`src/rtl/core/labeling_potts_energy_core_defines.svh`:
```
// Assertion macros for the Potts energy core.
`ifndef LABELING_POTTS_ENERGY_CORE_DEFINES_SVH
`define LABELING_POTTS_ENERGY_CORE_DEFINES_SVH

// same-cycle implication
`define LPE_ASSERT_NOW(lbl, ante, cons, msg) \
  lbl: assert property (@(posedge clk) disable iff (rst) (ante) |-> (cons)) else $error(msg);

// next-cycle implication
`define LPE_ASSERT_NEXT(lbl, ante, cons, msg) \
  lbl: assert property (@(posedge clk) disable iff (rst) (ante) |=> (cons)) else $error(msg);

`endif

```
`src/rtl/core/lpe_pkg.sv`:
```
// Shared constants and types for the Potts energy core.
package lpe_pkg;

  localparam int CFG_INDEX_BITS    = 2;
  localparam int CFG_DATA_BITS     = 13;
  localparam int WIDTH_FIELD_BITS  = 12;
  localparam int HEIGHT_BITS       = 13;
  localparam int ROW_BITS          = 12;
  localparam int MAX_HEIGHT        = 4096;
  localparam int WIDTH_RESET       = 640;
  localparam int HEIGHT_RESET      = 480;

  localparam logic [CFG_INDEX_BITS-1:0] REG_FRAME_WIDTH  = 2'd0;
  localparam logic [CFG_INDEX_BITS-1:0] REG_FRAME_HEIGHT = 2'd1;
  localparam logic [CFG_INDEX_BITS-1:0] REG_COLOR_ENABLE = 2'd2;

  localparam int LABEL_FIELD_BITS  = 16;
  localparam int WEIGHT_FIELD_BITS = 16;
  localparam int PIX_BITS          = 8;
  localparam int IN_TDATA_BITS     = 96;
  localparam int OUT_TDATA_BITS    = 120;
  localparam int SUM_BITS          = 40;

  // 1/sqrt(2) as an unsigned fixed-point fraction, in units of 2^-24
  localparam int                DIAG_SHIFT = 24;
  localparam logic [23:0]       DIAG_SCALE = 24'd11863283;

  localparam int                DATA_BITS  = 4;
  localparam logic [DATA_BITS-1:0] DATA_CLAMP = 4'd15;

  typedef struct packed {
    logic valid;
    logic last;
  } lpe_ctrl_t;

  typedef struct packed {
    lpe_ctrl_t b;
    logic      res_valid;
  } lpe_stat_t;

endpackage

```
`src/rtl/core/lpe_accum.sv`:
```
// Diagonal scaling, frame accumulators, result register and output stage.
module lpe_accum #(
  parameter int WBITS = 16
) (
  input  logic                                clk,
  input  logic                                rst,
  input  lpe_pkg::lpe_ctrl_t                  a_ctrl,
  input  logic [WBITS-1:0]                    a_h,
  input  logic [WBITS-1:0]                    a_v,
  input  logic [WBITS-1:0]                    a_b,
  input  logic [WBITS-1:0]                    a_f,
  input  logic [lpe_pkg::DATA_BITS-1:0]       a_d,
  output logic                                adv,
  output lpe_pkg::lpe_stat_t                  stat,
  output logic                                m_tvalid,
  input  logic                                m_tready,
  output logic [lpe_pkg::OUT_TDATA_BITS-1:0]  m_tdata
);

  localparam int PW = WBITS + lpe_pkg::DIAG_SHIFT;
  localparam int AW = WBITS + 2;
  localparam int SB = lpe_pkg::SUM_BITS;

  logic [PW-1:0]                  prod_b, prod_f;
  logic [AW-1:0]                  b_add;
  logic [lpe_pkg::DATA_BITS-1:0]  b_d;
  lpe_pkg::lpe_ctrl_t             b_ctrl;
  logic [SB-1:0]                  smooth_sum, data_sum, smooth_new, data_new;
  logic [SB:0]                    smooth_wide, total_wide;
  logic                           res_valid, res_take, res_load;
  logic [SB-1:0]                  res_smooth, res_data;
  logic                           out_valid;
  logic [SB-1:0]                  out_total, out_smooth, out_data;

  assign prod_b = PW'(a_b) * PW'(lpe_pkg::DIAG_SCALE);
  assign prod_f = PW'(a_f) * PW'(lpe_pkg::DIAG_SCALE);

  // hold the pipe only when a frame end meets a result register that cannot drain
  assign res_take = res_valid && (!out_valid || m_tready);
  assign adv      = !(b_ctrl.valid && b_ctrl.last && res_valid && !res_take);
  assign res_load = adv && b_ctrl.valid && b_ctrl.last;

  assign smooth_wide = {1'b0, smooth_sum} + (SB + 1)'(b_add);
  assign smooth_new  = smooth_wide[SB] ? '1 : smooth_wide[SB-1:0];
  assign data_new    = data_sum + SB'(b_d);   // bounded by frame size, cannot wrap
  assign total_wide  = {1'b0, res_smooth} + {1'b0, res_data};

  always_ff @(posedge clk) begin
    if (rst) begin
      b_ctrl.valid <= 1'b0;
      b_ctrl.last  <= 1'b0;
      smooth_sum   <= '0;
      data_sum     <= '0;
      res_valid    <= 1'b0;
      out_valid    <= 1'b0;
    end else begin
      if (adv) begin
        b_ctrl <= a_ctrl;
        if (b_ctrl.valid) begin
          if (b_ctrl.last) begin
            smooth_sum <= '0;
            data_sum   <= '0;
          end else begin
            smooth_sum <= smooth_new;
            data_sum   <= data_new;
          end
        end
      end
      res_valid <= (res_valid && !res_take) || res_load;
      out_valid <= res_take || (out_valid && !m_tready);
    end
  end

  always_ff @(posedge clk) begin
    if (adv && a_ctrl.valid) begin
      b_add <= AW'(a_h) + AW'(a_v) + AW'(prod_b[PW-1:lpe_pkg::DIAG_SHIFT])
             + AW'(prod_f[PW-1:lpe_pkg::DIAG_SHIFT]);
      b_d   <= a_d;
    end
    if (res_load) begin
      res_smooth <= smooth_new;
      res_data   <= data_new;
    end
    if (res_take) begin
      out_total  <= total_wide[SB] ? '1 : total_wide[SB-1:0];
      out_smooth <= res_smooth;
      out_data   <= res_data;
    end
  end

  assign stat.b         = b_ctrl;
  assign stat.res_valid = res_valid;
  assign m_tvalid       = out_valid;
  assign m_tdata        = {out_data, out_smooth, out_total};

endmodule

```
`config.mk`:
```
export PLATFORM = sky130hd
export DESIGN_NAME = lpe_accum
export DESIGN_NICKNAME = d
export VERILOG_FILES = /design/src/rtl/core/labeling_potts_energy_core_defines.svh /design/src/rtl/core/lpe_pkg.sv /design/src/rtl/core/lpe_accum.sv
export SDC_FILE = /design/constraint.sdc
export NUM_CORES = 1
export LEC_CHECK = 0
export ABC_AREA = 1
export BUFFER_PORTS_ARGS = -buffer_cell sky130_fd_sc_hd__buf_4
export CORE_ASPECT_RATIO = 0.6
export CORE_MARGIN = 2
export CORE_UTILIZATION = 40
export DETAILED_ROUTE_END_ITERATION = 8
export PLACE_DENSITY_LB_ADDON = 0.08
export SLEW_MARGIN = 40
export SYNTH_ARGS = -nofsm -noshare
export SYNTH_HDL_FRONTEND = slang
export SYNTH_SLANG_ARGS = --single-unit
```
`constraint.sdc`:
```
create_clock -name clk -period 8.8 [get_ports clk]
set_input_delay 0.88 -clock clk [delete_from_list [all_inputs] [get_ports clk]]
set_output_delay 0.88 -clock clk [all_outputs]
set_load 0.01 [all_outputs]
```
==> results of run 1 <==
==> critical path, delay by kind of cell <==
family | cells | cell delay [ns]
AO/OA/AOI/OAI | 3 | 0.78
XOR/XNOR | 2 | 0.40
adder cells (fa/ha/maj) | 11 | 4.97
AND/OR/NAND/NOR | 7 | 0.88
buffers and inverters | 7 | 0.47
==> Yosys cell counts (9+ instances only) <==
master,n,share of area
clkbuf_1,16,0.0019
xnor2_1,34,0.0096
nand2_2,13,0.0026
a21o_1,11,0.0027
nand3_2,11,0.0036
o21ai_0,99,0.016
nor2_1,278,0.034
a21oi_1,235,0.038
buf_2,13,0.0021
xor2_1,72,0.020
ha_1,433,0.18
nand2_1,766,0.093
nor4_1,10,0.0020
dfxtp_1,84,0.054
nand3b_1,15,0.0036
a21oi_2,11,0.0031
fa_1,247,0.16
o21bai_1,24,0.0058
or2_2,13,0.0026
a21boi_0,9,0.0022
nor3_1,49,0.0079
inv_1,742,0.090
edfxtp_1,222,0.22
nand3_1,154,0.025
nand4_1,35,0.0071
a31oi_1,16,0.0032
o21ai_1,9,0.0015
==> flip-flops by register name, summed over array words and instances (netlist names) <==
signal and flops:
b_d 4, out_data 40, out_total 40, res_valid 1, data_sum 40, out_smooth 40, smooth_sum 40, res_smooth 40
b_add 18, stat 2, m_tvalid 1, res_data 40
==> worst max path at each step <==
stage | slack, ns | to | startpoint
floorplan | 0.99 | b_add[14] | a_b[4]
global route | 0.31 | b_add[11] | a_b[4]
detailed placement | 0.22 | b_add[11] | a_b[4]
CTS | 0.83 | b_add[11] | a_b[4]
global placement | 0.22 | b_add[11] | a_b[4]
finish | 0.70 | b_add[11] | a_b[4]
==> layout make-up <==
type	instances	area share
diodes	2	0.000145
clock buffers	34	0.0213
clock inverters	15	0.00345
inverters	746	0.0814
multi-input cells	2588	0.569
flip-flops and latches	306	0.242
well taps	1000	0.0363
repair buffers	207	0.0459
==> logic make-up (layout without fill, tap and decap cells) <==
| group | after synthesis | count (layout) | synth area share |
|---|---|---|---|
| other | 0 | 2 | 0 |
| adders and majority gates | 680 | 680 | 0.335 |
| xor gates and xnor gates | 106 | 106 | 0.0301 |
| DFF | 306 | 306 | 0.270 |
| buffers and inverters | 780 | 1002 | 0.0962 |
| and+or+nand+nor | 1371 | 1371 | 0.191 |
| AOI/OAI and AO/OA | 431 | 431 | 0.0769 |
==> routing by layer <==
layer  global-route usage  vias up
li1                     -    12199
met1                0.438    11771
met4               0.0253        2
met5                    0        -
met3               0.0643       60
met2                0.306      769
==> through the flow <==
step / instances / utilization / area [um^2] / hold slack [ns] / setup slack, ns
after floorplan: 3674 / - / 30900 / 0.431 / 0.985
after global placement: 4846 / 0.441 / 33500 / 0.442 / 0.223
after detailed placement: 4846 / 0.441 / 33600 / 0.447 / 0.224
after CTS: 4895 / 0.453 / 34400 / 0.440 / 0.833
after global routing: 4896 / 0.453 / 34400 / 0.452 / 0.314
final: 4898 / 0.453 / 34400 / 0.455 / 0.702
==> impl_metrics.toml, run 1 <==
[timing]
post-route-period-util = 0.920
hold_viol = 0
rsz0062_at_grt = "false"
fin_crit_ns = 8.10
slew_headroom = 0.320
final_max_slew_viol_count = 0
max_clock_freq_mhz = 123
setup_viol = 0
setup-tns-final_ns = 0
worst_pin_slew_ns = 1.02
finClkSkew_ns = 0.0304

[synth]
synth_cell_type_count = 49
ys_warn_count = 0
yosysSeqAreaShare = 0.270
syn_area_mm2 = 0.0309
syn_avg_cell_area_um2 = 8.41
synth-main-ff-cell = "edfxtp_1"
syn_inst = 3674
synth-seq-cells = 306
synth-async-reset-ratio = 0
synth_edf_count = 222
synth.net_count = 4427

[setup_path]
cp_slowest_cell = "fa_1"
crit_path_frequent_cell = "fa_1"
regToRegStartpoint = "res_data[21]"
cp-end-kind = "flop"
r2r_slack_ns = 5.11
critPathMaxStageDelay_ns = 0.59
worstPathRequired_ns = 9.11
cp_max_fo = 7
r2r_end = "out_total[5]"
critPathLaunchType = "input pin"
critPathKind = "input pin to flop"
worst_r2r_path_depth = 10
crit_arrival_ns = 8.41

[floorplanning]
io_pins = 198
die_area_mm2 = 0.0795
die_h_um = 219
start_util = 0.406
core_area_mm2 = 0.0760
die_w_um = 363
core.rowCount = 78

[final_layout]
n_fill_cell = 7716
multi_input_area_mm2 = 0.0196
final_common_cell = "nand2_1"
final_cell_mix = "765 x nand2_1, 741 x inv_1, 433 x ha_1"
area_delta_synth_final_pct = 11.5
drive_above_1_share = 0.0839
register_area_mm2 = 0.00835
nets = 4629

[placed_design]
place_congestion = 0.972
hpwl_um = 85700
port-buffer-count = 197

[worst_hold_path]
holdPathStages = 0
hold_class = "flop to flop"
whs_endpoint = "out_smooth[19]"
worstHoldStart = "res_smooth[19]"

[grt]
grt_max_degree = 85
grt-ovfl-total = 0
grt_pass1_vias = 23819
grtUsageTotal = 0.253
antenna_found_initial = 1
grt_pass1_wl_um = 151000

[route]
wire_per_inst_um = 20.3
met3_length_um = 9090
highest_layer = "met5"
firstDrtPassIters = 5
vias = 24801
avgViaCountPerCell = 5.06
wl_met1_um = 55600
ant_nets = 0
wl_met2_um = 33700
drtIter0Drc = 2186
routed_wl_um = 99500
route.detailed.drc = 0

[clock_network]
cts_tree = "yes"
cts-root-buf = "clkbuf_16"
post_cts_buffers = 0
cts_resized = 0
hold_buffers = 0
clock_path_buffers = 3
clk_pin_slew_ns = 0.08
numCtsBuffers = 27
h-tree-depth = 1
cts_sinks = 306
clk_latency_ns = 0.58

[run]
maxCapViolations = 0

[outcome]
status = "finished, final reports clean"
Power of run 1 is left out: the tool's default activity adds up to more than one toggle a clock period on the data nets, which glitch-free logic cannot reach.
==> run 2: changes to the inputs <==
Settings changed: CORE_ASPECT_RATIO 0.6 to 0.75.
==> run 2 against run 1 <==
Count of clock-buffer cells in the layout rose by 14. Highest routed layer unchanged. Sequential share of layout area down 0.31 points. Critical path depth rose by 3. Register-to-register slack better by 0.40 ns.
==> impl_metrics.toml, run 2 (same netlist as run 1, synthesis figures left out) <==
[outcome]
status = "finished, final reports clean"

[grt]
grt_max_degree = 81
grtUsageTotal = 0.246
grt_pass1_wl_um = 149000
grt-ovfl-total = 0
antenna_found_initial = 5
grt_pass1_vias = 24264

[route]
drtIter0Drc = 2105
vias = 24754
route.detailed.drc = 0
avgViaCountPerCell = 5.00
routed_wl_um = 97100
wire_per_inst_um = 19.6
ant_nets = 0
firstDrtPassIters = 6

[timing]
finClkSkew_ns = 0.0349
fin_crit_ns = 8.15
rsz0062_at_grt = "false"
setup-tns-final_ns = 0
max_clock_freq_mhz = 123
worst_pin_slew_ns = 0.937
post-route-period-util = 0.927
final_max_slew_viol_count = 0
setup_viol = 0
slew_headroom = 0.368
hold_slack_ns = 0.437
hold_viol = 0

[clock_network]
cts_sinks = 306
numCtsBuffers = 34
cts_resized = 0
cts-root-buf = "clkbuf_16"
clk_latency_ns = 0.57
cts_tree = "yes"
clock_path_buffers = 3
clk_pin_slew_ns = 0.07
post_cts_buffers = 0
h-tree-depth = 2
hold_buffers = 0

[floorplanning]
core.rowCount = 88
start_util = 0.403
die_w_um = 325
die_h_um = 245
core_area_mm2 = 0.0766
io_pins = 198
die_area_mm2 = 0.0795

[setup_path]
cp_max_fo = 7
cp-end-kind = "flop"
critPathKind = "input pin to flop"
worst_r2r_path_depth = 10
critPathLaunchType = "input pin"
cp_slowest_cell = "fa_1"
regToRegStartpoint = "res_smooth[21]"
crit_path_start = "a_b[4]"
r2r_slack_ns = 5.51
worstPathRequired_ns = 9.11
crit_arrival_ns = 8.46
critPathMaxStageDelay_ns = 0.60
crit_path_frequent_cell = "nand2_1"

[placed_design]
place_congestion = 0.947
hpwl_um = 83000
port-buffer-count = 197

[worst_hold_path]
hold_class = "flop to flop"
worstHoldStart = "res_data[22]"
holdPathStages = 0

[final_layout]
final_common_cell = "nand2_1"
final_cell_mix = "765 x nand2_1, 741 x inv_1, 433 x ha_1"
area_delta_synth_final_pct = 12.9
drive_above_1_share = 0.0888
nets = 4645

[run]
maxCapViolations = 0
run 2: cell type report:
cell class | count | area [um^2]
Antenna cell | 1 | 2.50
Clock buffer | 48 | 995
Clock inverter | 14 | 174
Fill cell | 7912 | 41800
Inverter | 746 | 2800
Multi-Input combinational cell | 2588 | 19600
Sequential cell | 306 | 8350
Tap cell | 1035 | 1290
Timing Repair Buffer | 216 | 1670
run 2: layer usage:
| layer | GRT usage | part of all wire | vias up |
|---|---|---|---|
| met4 | 0.0349 | 0.011 | 2 |
| met1 | 0.385 | 0.51 | 11772 |
| met2 | 0.350 | 0.40 | 675 |
| li1 | - | - | 12250 |
| met5 | 0 | 0.00012 | - |
| met3 | 0.0526 | 0.077 | 55 |
run 2: path summary, 6_finish.rpt:
kind | to
min | out_data[22]
min reg2reg | out_data[22]
max | b_add[14]
max reg2reg | out_total[38]
run 2: critical path, delay by kind of cell:
kind / cells / cell delay [ns]
xor+xnor: 1 / 0.14
compound gates: 4 / 0.87
fa+ha+maj: 10 / 4.69
buf+inv: 6 / 0.42
simple gates: 12 / 1.44
run 2: stage by stage:
step	instances	instance area, um^2	worst slack, ns	util
floorplan	3674	30900	0.985	-
global placement	4889	33600	0.303	0.439
detailed placement	4889	33700	0.163	0.439
CTS	4951	34800	0.727	0.454
global route	4954	34900	0.163	0.455
finish	4954	34900	0.646	0.455
Power of run 2 is left out for the same reason.
==> run 3: changes to the inputs <==
Settings changed: CTS_CLUSTER_DIAMETER set to 60, MAX_ROUTING_LAYER set to met4.
==> run 3 against run 2 <==
Die area unchanged. Global-route usage is 0.89 points higher. First-iteration DRC count fell by 4.8%. Setup slack lost 0.017 ns. Fmax decreased by 0.20%. Cell area about the same. Largest cell class unchanged.
==> impl_metrics.toml, run 3 (same netlist as run 1, synthesis figures left out) <==
[timing]
hold_viol = 0
slew_headroom = 0.391
max_clock_freq_mhz = 122
setup_viol = 0
setup-tns-final_ns = 0
fin_crit_ns = 8.17
rsz0062_at_grt = "false"
final_max_slew_viol_count = 0
finClkSkew_ns = 0.0352
worst_pin_slew_ns = 0.904
post-route-period-util = 0.928

[floorplanning]
io_pins = 198
core.rowCount = 88
start_util = 0.403
die_h_um = 245
die_w_um = 325
die_area_mm2 = 0.0795
core_area_mm2 = 0.0766

[setup_path]
crit_arrival_ns = 8.46
crit_path_start = "a_b[4]"
cp_slowest_cell = "fa_1"
critPathLaunchType = "input pin"
crit_path_frequent_cell = "fa_1"
critPathMaxStageDelay_ns = 0.59
r2r_slack_ns = 5.38
worstPathRequired_ns = 9.08
regToRegStartpoint = "b_add[10]"
crit_end = "b_add[11]"
cp-end-kind = "flop"
cp_max_fo = 7
r2r_end = "smooth_sum[17]"
worst_r2r_path_depth = 10
critPathKind = "input pin to flop"

[route]
firstDrtPassIters = 5
avgViaCountPerCell = 5.02
route.detailed.drc = 0
vias = 24858
routed_wl_um = 98100
ant_nets = 0
wire_per_inst_um = 19.8
drtIter0Drc = 2003

[grt]
grt_pass1_vias = 24087
grt_pass1_wl_um = 149000
grt-ovfl-total = 0
grt_max_degree = 81
grtUsageTotal = 0.255
antenna_found_initial = 8

[final_layout]
area_delta_synth_final_pct = 12.9
drive_above_1_share = 0.0886
nets = 4642
final_cell_mix = "765 x nand2_1, 741 x inv_1, 433 x ha_1"
register_area_mm2 = 0.00835
final_common_cell = "nand2_1"
multi_input_area_mm2 = 0.0196
n_fill_cell = 7770

[outcome]
status = "finished, final reports clean"

[worst_hold_path]
hold_class = "flop to flop"

[placed_design]
hpwl_um = 84200
port-buffer-count = 197
place_congestion = 0.989

[clock_network]
hold_buffers = 0
cts_tree = "yes"
clk_pin_slew_ns = 0.06
clock_path_buffers = 3
cts_sinks = 306
numCtsBuffers = 36
h-tree-depth = 2
cts_resized = 0
post_cts_buffers = 0
clk_latency_ns = 0.57
cts-root-buf = "clkbuf_16"

[run]
maxCapViolations = 0
==> run 3: cell types whose count changed in the layout (fill, tap and decap cells not counted), sizes merged <==
cell / change
buf: -5
inv: +4
clkinv: -3
clkinvlp: +3
bufinv: +2
clkbuf: -2
diode: +1
==> run 3: layer usage <==
layer / wire (um) / up-vias / global-route usage
met1: 50400 / 11825 / 0.385
met4: 1270 / 0 / 0.0376
met3: 7810 / 72 / 0.0591
li1: - / 12243 / -
met5: 0 / - / -
met2: 38700 / 718 / 0.350
==> run 3: area by class of cell <==
type                    instances  area share
multi-input cells            2588       0.562
flip-flops and latches        306       0.239
inverters                     746      0.0803
repair buffers                211      0.0459
well taps                    1035      0.0371
clock buffers                  46      0.0281
clock inverters                20     0.00736
diodes                          2    0.000144
==> run 3: critical path, delay by kind of cell <==
family	cells	cell delay, ns
adders and majority gates	11	4.98
and+or+nand+nor	7	0.87
xor gates and xnor gates	2	0.36
AOI/OAI and AO/OA	3	0.85
buffers and inverters	7	0.51
==> run 3: how the worst min path moves through the flow <==
stage	startpoint	slack (ns)	to	cells after the start
6_report	res_smooth[30]	0.46	out_smooth[30]	0
3_3_place_gp	res_data[22]	0.45	out_data[22]	0
4_1_cts	smooth_sum[17]	0.47	smooth_sum[17]	2
3_5_place_dp	smooth_sum[17]	0.46	smooth_sum[17]	2
5_1_grt	res_data[33]	0.48	out_data[33]	0
2_1_floorplan	res_data[0]	0.43	out_data[0]	0
==> run 3: metrics by stage <==
stage | util | setup WS, ns | cells | hold slack (ns) | cell area, um^2
after detailed placement | 0.439 | 0.137 | 4886 | 0.465 | 33600
after CTS | 0.455 | 0.710 | 4952 | 0.471 | 34900
after global routing | 0.455 | 0.173 | 4954 | 0.485 | 34900
after global placement | 0.439 | 0.271 | 4886 | 0.446 | 33600
final | 0.455 | 0.629 | 4954 | 0.465 | 34900
after floorplan | - | 0.985 | 3674 | 0.431 | 30900
Power of run 3 is left out for the same reason.
